==> config.mk <==
export PLATFORM = sky130hd
export DESIGN_NAME = text_console_cell_writer_core
export DESIGN_NICKNAME = d
export VERILOG_FILES = /design/src/tcw_pkg.sv /design/src/tcw_dp.sv /design/src/tcw_ctrl.sv /design/src/text_console_cell_writer_core.sv
export SDC_FILE = /design/constraint.sdc
export NUM_CORES = 1
export LEC_CHECK = 0
export ABC_AREA = 1
export BUFFER_PORTS_ARGS = -buffer_cell sky130_fd_sc_hd__buf_2
export CORE_MARGIN = 3
export CORE_UTILIZATION = 55
export DETAILED_ROUTE_END_ITERATION = 10
export HOLD_SLACK_MARGIN = 0.05
export MAX_ROUTING_LAYER = met4
export PLACE_DENSITY = 0.74
export SYNTH_ARGS = -nofsm -noshare
export SYNTH_HDL_FRONTEND = slang
export SYNTH_HIERARCHICAL = 1
export SYNTH_SLANG_ARGS = --single-unit
export TNS_END_PERCENT = 10
==> constraint.sdc <==
create_clock -name i_clk -period 3.86 [get_ports i_clk]
set_input_delay 0.193 -clock i_clk [delete_from_list [all_inputs] [get_ports i_clk]]
set_output_delay 0.193 -clock i_clk [all_outputs]
set_load 0.02 [all_outputs]
==> src/tcw_pkg.sv <==
package tcw_pkg;

    localparam int SCREEN_COLUMNS = 80;
    localparam int SCREEN_ROWS    = 50;

    localparam int COL_W   = 7;
    localparam int ROW_W   = 6;
    localparam int IDX_W   = 12;
    localparam int VAL_W   = 64;
    localparam int CHAR_W  = 8;
    localparam int WORD_W  = 16;
    localparam int DIGIT_W = 4;
    localparam int OP_W    = 2;

    localparam int HEX_DIGITS = VAL_W / DIGIT_W;
    localparam int DEC_DIGITS = 20;
    localparam int BCD_W      = DEC_DIGITS * DIGIT_W;
    localparam int CNT_W      = 7;

    localparam logic [OP_W-1:0] OP_CHAR  = 2'd0;
    localparam logic [OP_W-1:0] OP_HEX   = 2'd1;
    localparam logic [OP_W-1:0] OP_DEC   = 2'd2;
    localparam logic [OP_W-1:0] OP_PLACE = 2'd3;

    localparam logic [CHAR_W-1:0] CH_ZERO  = 8'h30;
    localparam logic [CHAR_W-1:0] CH_A     = 8'h41;
    localparam logic [CHAR_W-1:0] CH_MINUS = 8'h2D;

    typedef enum logic [2:0] {
        K_CHAR,
        K_HEX,
        K_DEC,
        K_MINUS,
        K_PLACE
    } t_emit_kind;

    typedef struct packed {
        logic       load;
        logic       conv;
        logic       skip;
        logic       emit;
        t_emit_kind kind;
        logic       last;
    } t_dp_cmd;

    typedef struct packed {
        logic out_free;
        logic neg;
        logic place_ok;
        logic cnt_one;
        logic top_zero;
    } t_dp_stat;

    function automatic logic [CHAR_W-1:0] hex_char(input logic [DIGIT_W-1:0] d);
        logic [CHAR_W-1:0] dz;
        dz = CHAR_W'(d);
        if (d < 4'd10) begin
            return CH_ZERO + dz;
        end
        return CH_A + dz - CHAR_W'(10);
    endfunction

    function automatic logic [IDX_W-1:0] cell_idx(input logic [ROW_W-1:0] row,
                                                  input logic [COL_W-1:0] col);
        logic [ROW_W+COL_W-1:0] full;
        full = (ROW_W+COL_W)'(row) * (ROW_W+COL_W)'(SCREEN_COLUMNS)
             + (ROW_W+COL_W)'(col);
        return full[IDX_W-1:0];
    endfunction

endpackage

==> src/tcw_dp.sv <==
module tcw_dp (
    input  logic                          i_clk,
    input  logic                          i_rst_n,
    input  logic                          i_cfg_valid,
    input  logic [tcw_pkg::CHAR_W-1:0]    i_text_color,
    input  logic [tcw_pkg::OP_W-1:0]      i_op,
    input  logic [tcw_pkg::CHAR_W-1:0]    i_character,
    input  logic [tcw_pkg::VAL_W-1:0]     i_value,
    input  logic [tcw_pkg::CHAR_W-1:0]    i_cell_color,
    input  logic [tcw_pkg::COL_W-1:0]     i_column_pos,
    input  logic [tcw_pkg::ROW_W-1:0]     i_row_pos,
    input  tcw_pkg::t_dp_cmd              i_cmd,
    output tcw_pkg::t_dp_stat             o_stat,
    output logic                          o_out_valid,
    input  logic                          i_out_stall,
    output logic [tcw_pkg::IDX_W-1:0]     o_cell_index,
    output logic [tcw_pkg::WORD_W-1:0]    o_cell_word,
    output logic                          o_last
);
    import tcw_pkg::*;

    logic [CHAR_W-1:0] r_color, n_color;
    logic [COL_W-1:0]  r_cur_col, n_cur_col;
    logic [ROW_W-1:0]  r_cur_row, n_cur_row;
    logic [CHAR_W-1:0] r_char, n_char;
    logic [CHAR_W-1:0] r_attr, n_attr;
    logic [COL_W-1:0]  r_pcol, n_pcol;
    logic [ROW_W-1:0]  r_prow, n_prow;
    logic [VAL_W-1:0]  r_work, n_work;
    logic [BCD_W-1:0]  r_bcd, n_bcd;
    logic [CNT_W-1:0]  r_cnt, n_cnt;
    logic              r_out_valid, n_out_valid;
    logic [IDX_W-1:0]  r_idx, n_idx;
    logic [WORD_W-1:0] r_word, n_word;
    logic              r_last, n_last;

    logic [BCD_W-1:0]  adj;
    logic [CHAR_W-1:0] ch;
    logic              adv;

    always_comb begin
        for (int i = 0; i < DEC_DIGITS; i++) begin
            if (r_bcd[i*DIGIT_W +: DIGIT_W] >= 4'd5) begin
                adj[i*DIGIT_W +: DIGIT_W] = r_bcd[i*DIGIT_W +: DIGIT_W] + 4'd3;
            end else begin
                adj[i*DIGIT_W +: DIGIT_W] = r_bcd[i*DIGIT_W +: DIGIT_W];
            end
        end
    end

    always_comb begin
        n_color     = r_color;
        n_cur_col   = r_cur_col;
        n_cur_row   = r_cur_row;
        n_char      = r_char;
        n_attr      = r_attr;
        n_pcol      = r_pcol;
        n_prow      = r_prow;
        n_work      = r_work;
        n_bcd       = r_bcd;
        n_cnt       = r_cnt;
        n_out_valid = r_out_valid & i_out_stall;
        n_idx       = r_idx;
        n_word      = r_word;
        n_last      = r_last;
        ch          = r_char;
        adv         = 1'b0;

        if (i_cfg_valid) begin
            n_color = i_text_color;
        end

        if (i_cmd.load) begin
            n_char = i_character;
            n_attr = i_cell_color;
            n_pcol = i_column_pos;
            n_prow = i_row_pos;
            n_bcd  = '0;
            if (i_op == OP_DEC && i_value[VAL_W-1]) begin
                n_work = -i_value;
            end else begin
                n_work = i_value;
            end
            if (i_op == OP_HEX) begin
                n_cnt = CNT_W'(HEX_DIGITS);
            end else begin
                n_cnt = CNT_W'(VAL_W);
            end
        end

        if (i_cmd.conv) begin
            n_bcd  = {adj[BCD_W-2:0], r_work[VAL_W-1]};
            n_work = r_work << 1;
            if (r_cnt == CNT_W'(1)) begin
                n_cnt = CNT_W'(DEC_DIGITS);
            end else begin
                n_cnt = r_cnt - CNT_W'(1);
            end
        end

        if (i_cmd.skip) begin
            n_bcd = r_bcd << DIGIT_W;
            n_cnt = r_cnt - CNT_W'(1);
        end

        if (i_cmd.emit) begin
            n_out_valid = 1'b1;
            n_last      = i_cmd.last;
            adv         = 1'b1;
            case (i_cmd.kind)
                K_CHAR: begin
                    ch = r_char;
                end
                K_HEX: begin
                    ch     = hex_char(r_work[VAL_W-1 -: DIGIT_W]);
                    n_work = r_work << DIGIT_W;
                    n_cnt  = r_cnt - CNT_W'(1);
                end
                K_DEC: begin
                    ch    = CH_ZERO + CHAR_W'(r_bcd[BCD_W-1 -: DIGIT_W]);
                    n_bcd = r_bcd << DIGIT_W;
                    n_cnt = r_cnt - CNT_W'(1);
                end
                K_MINUS: begin
                    ch = CH_MINUS;
                end
                default: begin
                    ch  = r_char;
                    adv = 1'b0;
                end
            endcase
            if (adv) begin
                n_idx  = cell_idx(r_cur_row, r_cur_col);
                n_word = {r_color, ch};
                if (r_cur_col == COL_W'(SCREEN_COLUMNS - 1)) begin
                    n_cur_col = '0;
                    if (r_cur_row == ROW_W'(SCREEN_ROWS - 1)) begin
                        n_cur_row = '0;
                    end else begin
                        n_cur_row = r_cur_row + ROW_W'(1);
                    end
                end else begin
                    n_cur_col = r_cur_col + COL_W'(1);
                end
            end else begin
                n_idx  = cell_idx(r_prow, r_pcol);
                n_word = {r_attr, ch};
            end
        end
    end

    always_ff @(posedge i_clk) begin
        if (!i_rst_n) begin
            r_color     <= CHAR_W'(7);
            r_cur_col   <= '0;
            r_cur_row   <= '0;
            r_cnt       <= '0;
            r_out_valid <= 1'b0;
        end else begin
            r_color     <= n_color;
            r_cur_col   <= n_cur_col;
            r_cur_row   <= n_cur_row;
            r_cnt       <= n_cnt;
            r_out_valid <= n_out_valid;
        end
        r_char <= n_char;
        r_attr <= n_attr;
        r_pcol <= n_pcol;
        r_prow <= n_prow;
        r_work <= n_work;
        r_bcd  <= n_bcd;
        r_idx  <= n_idx;
        r_word <= n_word;
        r_last <= n_last;
    end

    assign o_stat.out_free = !r_out_valid || !i_out_stall;
    assign o_stat.neg      = i_value[VAL_W-1];
    assign o_stat.place_ok = (i_column_pos < COL_W'(SCREEN_COLUMNS))
                          && (i_row_pos < ROW_W'(SCREEN_ROWS));
    assign o_stat.cnt_one  = (r_cnt == CNT_W'(1));
    assign o_stat.top_zero = (r_bcd[BCD_W-1 -: DIGIT_W] == '0);

    assign o_out_valid  = r_out_valid;
    assign o_cell_index = r_idx;
    assign o_cell_word  = r_word;
    assign o_last       = r_last;

endmodule

==> src/tcw_ctrl.sv <==
module tcw_ctrl (
    input  logic                      i_clk,
    input  logic                      i_rst_n,
    input  logic                      i_in_valid,
    output logic                      o_in_stall,
    input  logic [tcw_pkg::OP_W-1:0]  i_op,
    input  tcw_pkg::t_dp_stat         i_stat,
    output tcw_pkg::t_dp_cmd          o_cmd
);
    import tcw_pkg::*;

    typedef enum logic [2:0] {
        S_IDLE,
        S_CHAR,
        S_PLACE,
        S_HEX,
        S_MINUS,
        S_CONV,
        S_SKIP,
        S_DEC
    } t_state;

    t_state  r_state, n_state;
    t_dp_cmd cmd;

    always_comb begin
        n_state  = r_state;
        cmd      = '0;
        cmd.kind = K_CHAR;
        unique case (r_state)
            S_IDLE: begin
                if (i_in_valid) begin
                    cmd.load = 1'b1;
                    unique case (i_op)
                        OP_CHAR:  n_state = S_CHAR;
                        OP_HEX:   n_state = S_HEX;
                        OP_DEC:   n_state = i_stat.neg ? S_MINUS : S_CONV;
                        default:  n_state = i_stat.place_ok ? S_PLACE : S_IDLE;
                    endcase
                end
            end
            S_CHAR: begin
                if (i_stat.out_free) begin
                    cmd.emit = 1'b1;
                    cmd.kind = K_CHAR;
                    cmd.last = 1'b1;
                    n_state  = S_IDLE;
                end
            end
            S_PLACE: begin
                if (i_stat.out_free) begin
                    cmd.emit = 1'b1;
                    cmd.kind = K_PLACE;
                    cmd.last = 1'b1;
                    n_state  = S_IDLE;
                end
            end
            S_HEX: begin
                if (i_stat.out_free) begin
                    cmd.emit = 1'b1;
                    cmd.kind = K_HEX;
                    cmd.last = i_stat.cnt_one;
                    if (i_stat.cnt_one) begin
                        n_state = S_IDLE;
                    end
                end
            end
            S_MINUS: begin
                if (i_stat.out_free) begin
                    cmd.emit = 1'b1;
                    cmd.kind = K_MINUS;
                    n_state  = S_CONV;
                end
            end
            S_CONV: begin
                cmd.conv = 1'b1;
                if (i_stat.cnt_one) begin
                    n_state = S_SKIP;
                end
            end
            S_SKIP: begin
                if (i_stat.top_zero && !i_stat.cnt_one) begin
                    cmd.skip = 1'b1;
                end else begin
                    n_state = S_DEC;
                end
            end
            S_DEC: begin
                if (i_stat.out_free) begin
                    cmd.emit = 1'b1;
                    cmd.kind = K_DEC;
                    cmd.last = i_stat.cnt_one;
                    if (i_stat.cnt_one) begin
                        n_state = S_IDLE;
                    end
                end
            end
            default: n_state = S_IDLE;
        endcase
    end

    always_ff @(posedge i_clk) begin
        if (!i_rst_n) begin
            r_state <= S_IDLE;
        end else begin
            r_state <= n_state;
        end
    end

    assign o_in_stall = (r_state != S_IDLE);
    assign o_cmd      = cmd;

    a_emit_free: assert property (@(posedge i_clk) disable iff (!i_rst_n)
        cmd.emit |-> i_stat.out_free)
        else $error("cell write issued while output register is occupied");

    a_one_cmd: assert property (@(posedge i_clk) disable iff (!i_rst_n)
        $onehot0({cmd.load, cmd.conv, cmd.skip, cmd.emit}))
        else $error("more than one datapath command in a cycle");

    a_conv_end: assert property (@(posedge i_clk) disable iff (!i_rst_n)
        (r_state == S_CONV && i_stat.cnt_one) |=> (r_state == S_SKIP))
        else $error("conversion did not hand over to digit skip");

    a_hex_load: assert property (@(posedge i_clk) disable iff (!i_rst_n)
        (cmd.load && i_op == OP_HEX) |=> (r_state == S_HEX && i_stat.cnt_one == 1'b0))
        else $error("hex transaction did not start with a full digit count");

endmodule

==> src/text_console_cell_writer_core.sv <==
// Channel  | Direction | Handshake                  | Payload
// cfg      | in        | i_cfg_valid / o_cfg_ready  | i_text_color
// in       | in        | i_in_valid / o_in_stall    | i_op, i_character, i_value,
//          |           |                            | i_cell_color, i_column_pos, i_row_pos
// out      | out       | o_out_valid / i_out_stall  | o_cell_index, o_cell_word, o_last
//
// One transaction at a time; o_in_stall is high from acceptance to the last cell write.
// Char and place: 1 cell (none for an off-screen place). Hex: 16 cells.
// Decimal: shift-add-3 conversion over all 64 value bits, up to 19 leading-zero skips,
// a hand-over state, then up to 20 digit cells, after a minus cell if the value is negative.
// Synchronous active-low reset clears cursor, state and output valid, and sets text color to 7.
// A stall on the output holds the cell register and pauses the controller at its next cell write.
module text_console_cell_writer_core (
    input  logic                          i_clk,
    input  logic                          i_rst_n,
    input  logic                          i_cfg_valid,
    output logic                          o_cfg_ready,
    input  logic [tcw_pkg::CHAR_W-1:0]    i_text_color,
    input  logic                          i_in_valid,
    output logic                          o_in_stall,
    input  logic [tcw_pkg::OP_W-1:0]      i_op,
    input  logic [tcw_pkg::CHAR_W-1:0]    i_character,
    input  logic [tcw_pkg::VAL_W-1:0]     i_value,
    input  logic [tcw_pkg::CHAR_W-1:0]    i_cell_color,
    input  logic [tcw_pkg::COL_W-1:0]     i_column_pos,
    input  logic [tcw_pkg::ROW_W-1:0]     i_row_pos,
    output logic                          o_out_valid,
    input  logic                          i_out_stall,
    output logic [tcw_pkg::IDX_W-1:0]     o_cell_index,
    output logic [tcw_pkg::WORD_W-1:0]    o_cell_word,
    output logic                          o_last
);
    import tcw_pkg::*;

    t_dp_cmd  cmd;
    t_dp_stat stat;

    assign o_cfg_ready = 1'b1;

    tcw_ctrl u_ctrl (
        .i_clk      (i_clk),
        .i_rst_n    (i_rst_n),
        .i_in_valid (i_in_valid),
        .o_in_stall (o_in_stall),
        .i_op       (i_op),
        .i_stat     (stat),
        .o_cmd      (cmd)
    );

    tcw_dp u_dp (
        .i_clk        (i_clk),
        .i_rst_n      (i_rst_n),
        .i_cfg_valid  (i_cfg_valid),
        .i_text_color (i_text_color),
        .i_op         (i_op),
        .i_character  (i_character),
        .i_value      (i_value),
        .i_cell_color (i_cell_color),
        .i_column_pos (i_column_pos),
        .i_row_pos    (i_row_pos),
        .i_cmd        (cmd),
        .o_stat       (stat),
        .o_out_valid  (o_out_valid),
        .i_out_stall  (i_out_stall),
        .o_cell_index (o_cell_index),
        .o_cell_word  (o_cell_word),
        .o_last       (o_last)
    );

endmodule

After elaboration in Yosys (flattened, before gate mapping)
Index checks and enable logic that the tools add are counted.

Register bits after elaboration: 234. Logic and storage cells: 185. Input bits: 108.

$lt $le $gt $ge: 23. Bitwise gates (word level): 1. $add $sub $neg: 30. Reductions and logical operators: 19. Mux-type cells: 73. $mul: 2. Equal/unequal tests: 22.

Operator list (number): 2-to-1 mux 80 bit (5); 2-to-1 mux 64 bit (5); >= comparator 4 x 3 -> 1 bit (second input constant) (20); 2-to-1 mux 4 bit (20); adder 4 x 2 -> 4 bit (second input constant) (19); negation 64 bit (1); 2-to-1 mux 7 bit (8); adder 12 x 7 -> 12 bit (2); 2-to-1 mux 3 bit (8); one-hot mux 8 bit (3 select lines) (1); 2-to-1 mux 5 bit (4); one-hot mux 4 bit (5 select lines) (1); one-hot mux 3 bit (6 select lines) (1); multiplier 6 x 3 -> 8 bit (second input constant) (2); 2-to-1 mux 16 bit (1); 2-to-1 mux 8 bit (2); adder 6 x 4 -> 7 bit (first input constant) (2); equality test 3 x 2 -> 1 bit (second input constant) (4); equality test 3 bit (second input constant) (4); 2-to-1 mux 1 bit (12); 2-to-1 mux 12 bit (1); one-hot mux 3 bit (3 select lines) (1); adder 7 x 4 -> 8 bit (first input constant) (1); inequality test 2 x 1 -> 1 bit (second input constant) (4); 31 further kinds (41).

Logic depth before layout (Yosys ltp)
Gate-level depths: netlist of the first run.

Depth after elaboration: 10. Mapped depth: 16. Gate-level depth less buffers: 16.

Cells and area by module
Netlist of the first run, hierarchy kept.

Modules (own cells, without submodules): tcw_dp (cells each 1916, sequential area each 5205.0 µm², instances 1, area each 14082.3 µm²); tcw_ctrl (cells each 70, sequential area each 60.1 µm², instances 1, area each 404.1 µm²); text_console_cell_writer_core (cells each 2, sequential area each 0.0 µm², instances 1, area each 11.3 µm²).

Worst setup path after synthesis of the first run
No wires, ideal clock.

Path type: reg2reg. Start point: register u_ctrl.r_state[0]. End point: register u_dp.r_bcd[52]. Slack: 0.530 ns. Setup time: 0.119 ns. Buffers on the path: 4. Cell stages (with the launch flop): 13. Period minus slack after synthesis: 3.330 ns. Arrival time: 3.211 ns. Cell sequence: dfxtp_1 > buf_6 > nor2_4 > nand2_2 > nor2_1 > buf_2 > nor2_1 > buf_2 > inv_1 > clkbuf_1 > o21ai_0 > a31oi_1 > a21oi_1.

RTL lines: start, declared (line tcw_ctrl.sv:23) `t_state r_state, n_state;`; start signal, assigned (line tcw_ctrl.sv:106) `r_state <= n_state;`; end signal, assigned (line tcw_dp.sv:171) `r_bcd <= n_bcd;`; end, declared (line tcw_dp.sv:30) `logic [BCD_W-1:0] r_bcd, n_bcd;`.

==> results of run 1 <==
## per-stage QoR
| stage | std cells | hold slack, ns | cell area [um^2] | setup WS [ns] |
|---|---|---|---|---|
| 4_1_cts | 2518 | 0.0521 | 17100 | 0.984 |
| 3_3_place_gp | 2387 | 0.370 | 15400 | 1.04 |
| 2_1_floorplan | 1988 | 0.292 | 14500 | 0.530 |
| 3_5_place_dp | 2387 | 0.371 | 15400 | 1.01 |
| 5_1_grt | 2521 | 0.0710 | 17100 | 0.647 |
| 6_report | 2521 | 0.0658 | 17100 | 0.952 |
## layer usage
metal | wire, um | share of wire
met1 | 17700 | 0.43
met2 | 19300 | 0.47
met3 | 2820 | 0.069
met4 | 1270 | 0.031
met5 | 0 | 0
## worst paths after layout
check                                  endpoint              start  slack [ns]
worst max-delay path            u_dp/r_work[36]  u_ctrl/r_state[0]        0.95
worst max register to register  u_dp/r_work[36]  u_ctrl/r_state[0]        0.95
worst min-delay path            u_dp/r_color[3]        i_cfg_valid        0.07
worst min register to register    u_dp/r_cnt[1]      u_dp/r_cnt[1]        0.48
## area by class of cell
type / instances / area share
Antenna cell: 3 / 0.000440
Clock inverter: 6 / 0.00513
Inverter: 225 / 0.0502
Clock buffer: 40 / 0.0430
Timing Repair Buffer: 239 / 0.0989
Sequential cell: 234 / 0.309
Multi-Input combinational cell: 1444 / 0.470
Tap cell: 330 / 0.0242
## power by group
part	internal [mW]	total, mW	switching, mW
clock network	1.43	2.41	0.982
registers	3.59	4.35	0.756
logic	1.72	4.77	3.05
total	6.75	11.5	4.78
## worst max-delay path, cell delays in order, from the launching register on
cell	delay (ns)
dfxtp_1	0.51
nand2_1	0.14
inv_1	0.12
nand2_1	0.07
a21oi_1	0.39
nand2_1	0.16
nor2_4	0.18
nand2_2	0.10
inv_2	0.43
buf_4	0.41
a221oi_1	0.10
a21oi_1	0.20
## logic make-up (layout without fill, tap and decap cells)
| family | Yosys count | after routing | share of synthesized area |
|---|---|---|---|
| flip-flops | 234 | 234 | 0.363 |
| adder cells (fa/ha/maj) | 73 | 73 | 0.0651 |
| other | 1 | 4 | 0.000259 |
| AO/OA/AOI/OAI | 524 | 524 | 0.215 |
| AND/OR/NAND/NOR | 792 | 792 | 0.237 |
| XOR/XNOR | 53 | 53 | 0.0320 |
| buffers and inverters | 310 | 510 | 0.0870 |
| multiplexers | 1 | 1 | 0.000690 |
## placed cells by master, fill, tap and decap left out, types with 47 or more instances in the layout
| cell type | instances |
|---|---|
| a21oi_1 | 223 |
| a221oi_1 | 54 |
| buf_2 | 138 |
| dfxtp_1 | 176 |
| dlygate4sd3_1 | 85 |
| edfxtp_1 | 58 |
| ha_1 | 69 |
| inv_1 | 216 |
| nand2_1 | 320 |
| nand3_1 | 148 |
| nor2_1 | 225 |
| o21ai_0 | 130 |
| xor2_1 | 47 |
## sequential cells by signal (all words and copies together), names as in the netlist, 6 cells and up
name	count
u_dp/r_cnt	7
u_dp/r_cur_row	6
u_dp/r_char	8
u_dp/r_bcd	80
u_dp/r_work	64
u_dp/r_color	8
u_dp/o_cell_index	12
u_dp/r_attr	8
u_dp/r_cur_col	7
u_dp/r_prow	6
u_dp/r_pcol	7
u_dp/o_cell_word	16
## repair_timing
item | in CTS | in global routing
resized for setup | 0 | 0
endpoints found under the setup margin | 0 | 0
hold endpoints to repair | 78 | 0
hold buffers | 85 | 0
==> flow_metrics.tcl, run 1 <==
set metrics [dict create \
    clk_path_buf_depth 3 \
    grtUsageMet2 0.479 \
    core_um2 25500 \
    met1_usage 0.363 \
    finalHoldViolations 0 \
    clock.fmax_ghz 0.344 \
    clock_skew_ns 0.0264 \
    grt_first_pass_wirelength_um 67000 \
    clk_pin_slew_worst_paths_ns 0.06 \
    setup_tns_ns 0 \
    grt_use_met3 0.0441 \
    place_congestion 0.997 \
    cts_tree "built" \
    powerDensity_nw_per_um2 676 \
    synth_top_cell_by_area "dfxtp_1" \
    overflow 0 \
    drt_iter0_markers 1363 \
    post-route-min-period_ns 2.91 \
    setup_violations 0 \
    min_period_over_period 0.753 \
    antenna_left 0 \
    yosysMostFrequentCell "nand2_1" \
    worstPathArrival_ns 3.36 \
    cts_buffers 26 \
    final.fill_count 2232 \
    synth.cell_area_um2 14500 \
    multiInputGateArea_um2 8010 \
    synth-edff-count 58 \
    drv_cap 0 \
    worstSkewPairLatency_ns 0.54 \
    rsz0062_at_grt "false" \
    synth_area_leaders "dfxtp_1 (24%), edfxtp_1 (12%), nand2_1 (8.3%)" \
    htree_num_levels 1 \
    row_count 58 \
    dp_hpwl_um 28700 \
    track_usage 0.288 \
    end_kind "flop" \
    clock-root-buffer "clkbuf_16" \
    maxSlewViolCount 0 \
    die_h_um 168 \
    syn_area_per_cell_um2 7.29 \
    dr.pass1.iters 5 \
    die_area_um2 28300 \
    crit_required_ns 4.31 \
    path_class "flop to flop" \
    drc 0 \
    initial_core_util 0.568 \
    hp-class "primary input to flop" \
    register_area_um2 5270 \
    antenna_found_initial 3 \
    via_per_inst 5.80 \
    cts_setup_buffers 0 \
    drive_gt1_frac 0.112 \
    status "completed" \
    synthArstFlopShare 0 \
    fin_nets 2351 \
    power.total_mw 11.5 \
    die_w_um 168 \
    ys_seq_area_frac 0.363 \
    synthFlopType "dfxtp_1" \
    ios 140 \
    critPathLaunchType "flop" \
    worst-r2r-cell-count 11 \
    routed_wirelength_um 41100 \
    port_buffers 138 \
    first_global_vias 13800 \
    vdd_drop_max_mv 0.625 \
    yosysUniqueCellTypes 55 \
    synth_fp_nets 2169 \
    via_count 14600 \
    post-route-util 0.668 \
    clock-sinks 234 \
    yosysWarnings 6 \
    hold_depth 3 \
    grt_start_max_net_pins 128 \
    cellLeakagePower_nw 7.56 \
    relSlewSlack 0.394 \
    path_max_fanout 34 \
    ys_ff_latch 234 \
    tightest_slew_ns 0.908 \
    avgRoutedWirePerCell_um 16.3 \
    netlist_instances 1988 \
    synth_top_area_frac 0.243 \
    area_delta_synth_final_pct 17.7 \
    busiest_layer "met2" \
    ys_top_cells_by_count "nand2_1 (321), nor2_1 (229), a21oi_1 (223), inv_1 (217), dfxtp_1 (176)" \
]
Note: power is estimated with default switching activity, not from simulation.
==> run 2, diff against run 1 <==
- ABC_AREA: 1 -> 0
- clock period: 3.86 -> 2.75 ns (I/O delays scaled with it)
==> flow_metrics.tcl, run 2 <==
set metrics [dict create \
    setup_violations 0 \
    ys_seq_area_frac 0.375 \
    rsz0062_at_grt "false" \
    synth.cell_area_um2 14000 \
    row_count 57 \
    overflow 0 \
    dpl_cell_area_um2 15200 \
    clock.fmax_ghz 0.395 \
    via_count 13400 \
    routed_wirelength_um 38200 \
    synthFlopType "dfxtp_1" \
    clk_pin_slew_worst_paths_ns 0.06 \
    synth-edff-count 58 \
    drv_cap 0 \
    clock_skew_ns 0.0222 \
    cts_buffers 26 \
    hp-class "primary input to flop" \
    synthArstFlopShare 0 \
    maxSlewViolCount 0 \
    post-route-util 0.690 \
    largest_reg_flops 80 \
    worstPathArrival_ns 2.99 \
    clock-root-buffer "clkbuf_16" \
    critPathLaunchType "flop" \
    synth_fp_nets 1861 \
    drc 0 \
    powerDensity_nw_per_um2 1050 \
    finalHoldViolations 0 \
    via_per_inst 6.04 \
    avgRoutedWirePerCell_um 17.2 \
    clk_path_buf_depth 3 \
    worstSkewPairLatency_ns 0.53 \
    ys_top_cells_by_count "nor2_1 (222), dfxtp_1 (176), nand2_1 (160), a21oi_1 (140), a221oi_1 (112)" \
    antenna_left 0 \
    path_max_fanout 54 \
    die_area_um2 27400 \
    regMostFlops "u_dp/r_bcd" \
    path_class "flop to flop" \
    drive_gt1_frac 0.141 \
    final_cell_mix "nor2_1 (220), dfxtp_1 (174), nand2_1 (159)" \
    dp_cells 2084 \
    die_h_um 166 \
    cts_setup_buffers 0 \
    vdd_drop_max_mv 0.762 \
    final_cells 2226 \
    crit_required_ns 3.21 \
    dpl_worst_slack_ns 0.238 \
    final.fill_count 1949 \
    synth_top_cell_by_area "dfxtp_1" \
    core_um2 24700 \
    syn_area_per_cell_um2 8.35 \
    cellLeakagePower_nw 6.84 \
    yosysUniqueCellTypes 77 \
    setup_tns_ns 0 \
    fin_area_um2 17000 \
    post-route-min-period_ns 2.53 \
    hold_slack_ns 0.0663 \
    clock-sinks 234 \
    min_period_over_period 0.921 \
    area_delta_synth_final_pct 21.4 \
    tightest_slew_ns 0.583 \
    fin_ws_ns 0.217 \
    grt_start_max_net_pins 111 \
    dp_hpwl_um 24700 \
    htree_num_levels 1 \
    mostFrequentLayoutCell "nor2_1" \
    antenna_found_initial 2 \
    status "completed" \
    die_w_um 166 \
    synth_top_area_frac 0.251 \
    power.total_mw 17.9 \
    place_congestion 0.976 \
    first_global_vias 12800 \
    drt_iter0_markers 1306 \
    initial_core_util 0.568 \
    fin_nets 2061 \
    port_buffers 138 \
    track_usage 0.271 \
    relSlewSlack 0.612 \
    cts_tree "built" \
    yosysWarnings 6 \
    grt_first_pass_wirelength_um 62800 \
    dr.pass1.iters 9 \
    ys_ff_latch 234 \
    netlist_instances 1680 \
    yosysMostFrequentCell "nor2_1" \
    ios 140 \
    end_kind "flop" \
    synth_area_leaders "dfxtp_1 (25%), edfxtp_1 (12%), a221oi_1 (7.0%)" \
]
run 2: cell families (layout without fill, tap and decap cells):
logic type | after synthesis | after routing | share of synthesized area
AO/OA/AOI/OAI | 489 | 489 | 0.229
flip-flops | 234 | 234 | 0.375
AND/OR/NAND/NOR | 584 | 584 | 0.196
buffers and inverters | 168 | 388 | 0.0463
multiplexers | 31 | 31 | 0.0234
adder cells (fa/ha/maj) | 73 | 73 | 0.0673
XOR/XNOR | 100 | 100 | 0.0625
other | 1 | 3 | 0.000267
run 2: what timing repair did:
item	4_1_cts	5_1_grt
setup endpoints to repair	0	4
endpoints found under the hold margin	87	0
hold buffers	92	0
gates resized for setup	0	3
run 2: area by class of cell:
class	instances	area (um^2)	area share
multi-input cells	1278	8180	0.480
flip-flops and latches	234	5270	0.309
repair buffers	271	2000	0.117
clock buffers	39	792	0.0465
well taps	324	405	0.0238
inverters	69	259	0.0152
clock inverters	9	125	0.00735
diodes	2	5.00	0.000294
run 2: critical path, cell delays in order (launching register included):
cell and delay [ns]:
dfxtp_1 0.48, buf_4 0.23, nand2_1 0.05, o21ai_0 0.06, and2_1 0.26, nand2b_1 0.21, nor2_4 0.19, buf_12 0.25
a221o_1 0.21, nor2_1 0.07, mux2_1 0.29, nor2_1 0.12
run 2: per-layer routing:
metal | wire [um] | GRT usage
met5 | 0 | -
met4 | 788 | 0.0705
met3 | 2410 | 0.0367
met2 | 18100 | 0.446
met1 | 16900 | 0.356
run 2: final timing paths:
check	start	end	slack (ns)	cells past startpoint
setup / recovery	u_ctrl/r_state[2]	u_dp/r_work[49]	0.22	11
hold / removal	i_value[56]	u_dp/r_work[56]	0.07	3
setup reg to reg	u_ctrl/r_state[2]	u_dp/r_work[49]	0.22	11
hold reg to reg	u_dp/r_work[0]	u_dp/r_work[4]	0.49	2
run 2: power by group:
part	leakage, nW	switching [mW]	internal [mW]
logic	4.39	4.43	3.26
registers	2.00	1.35	5.12
clock network	0.446	1.43	2.27
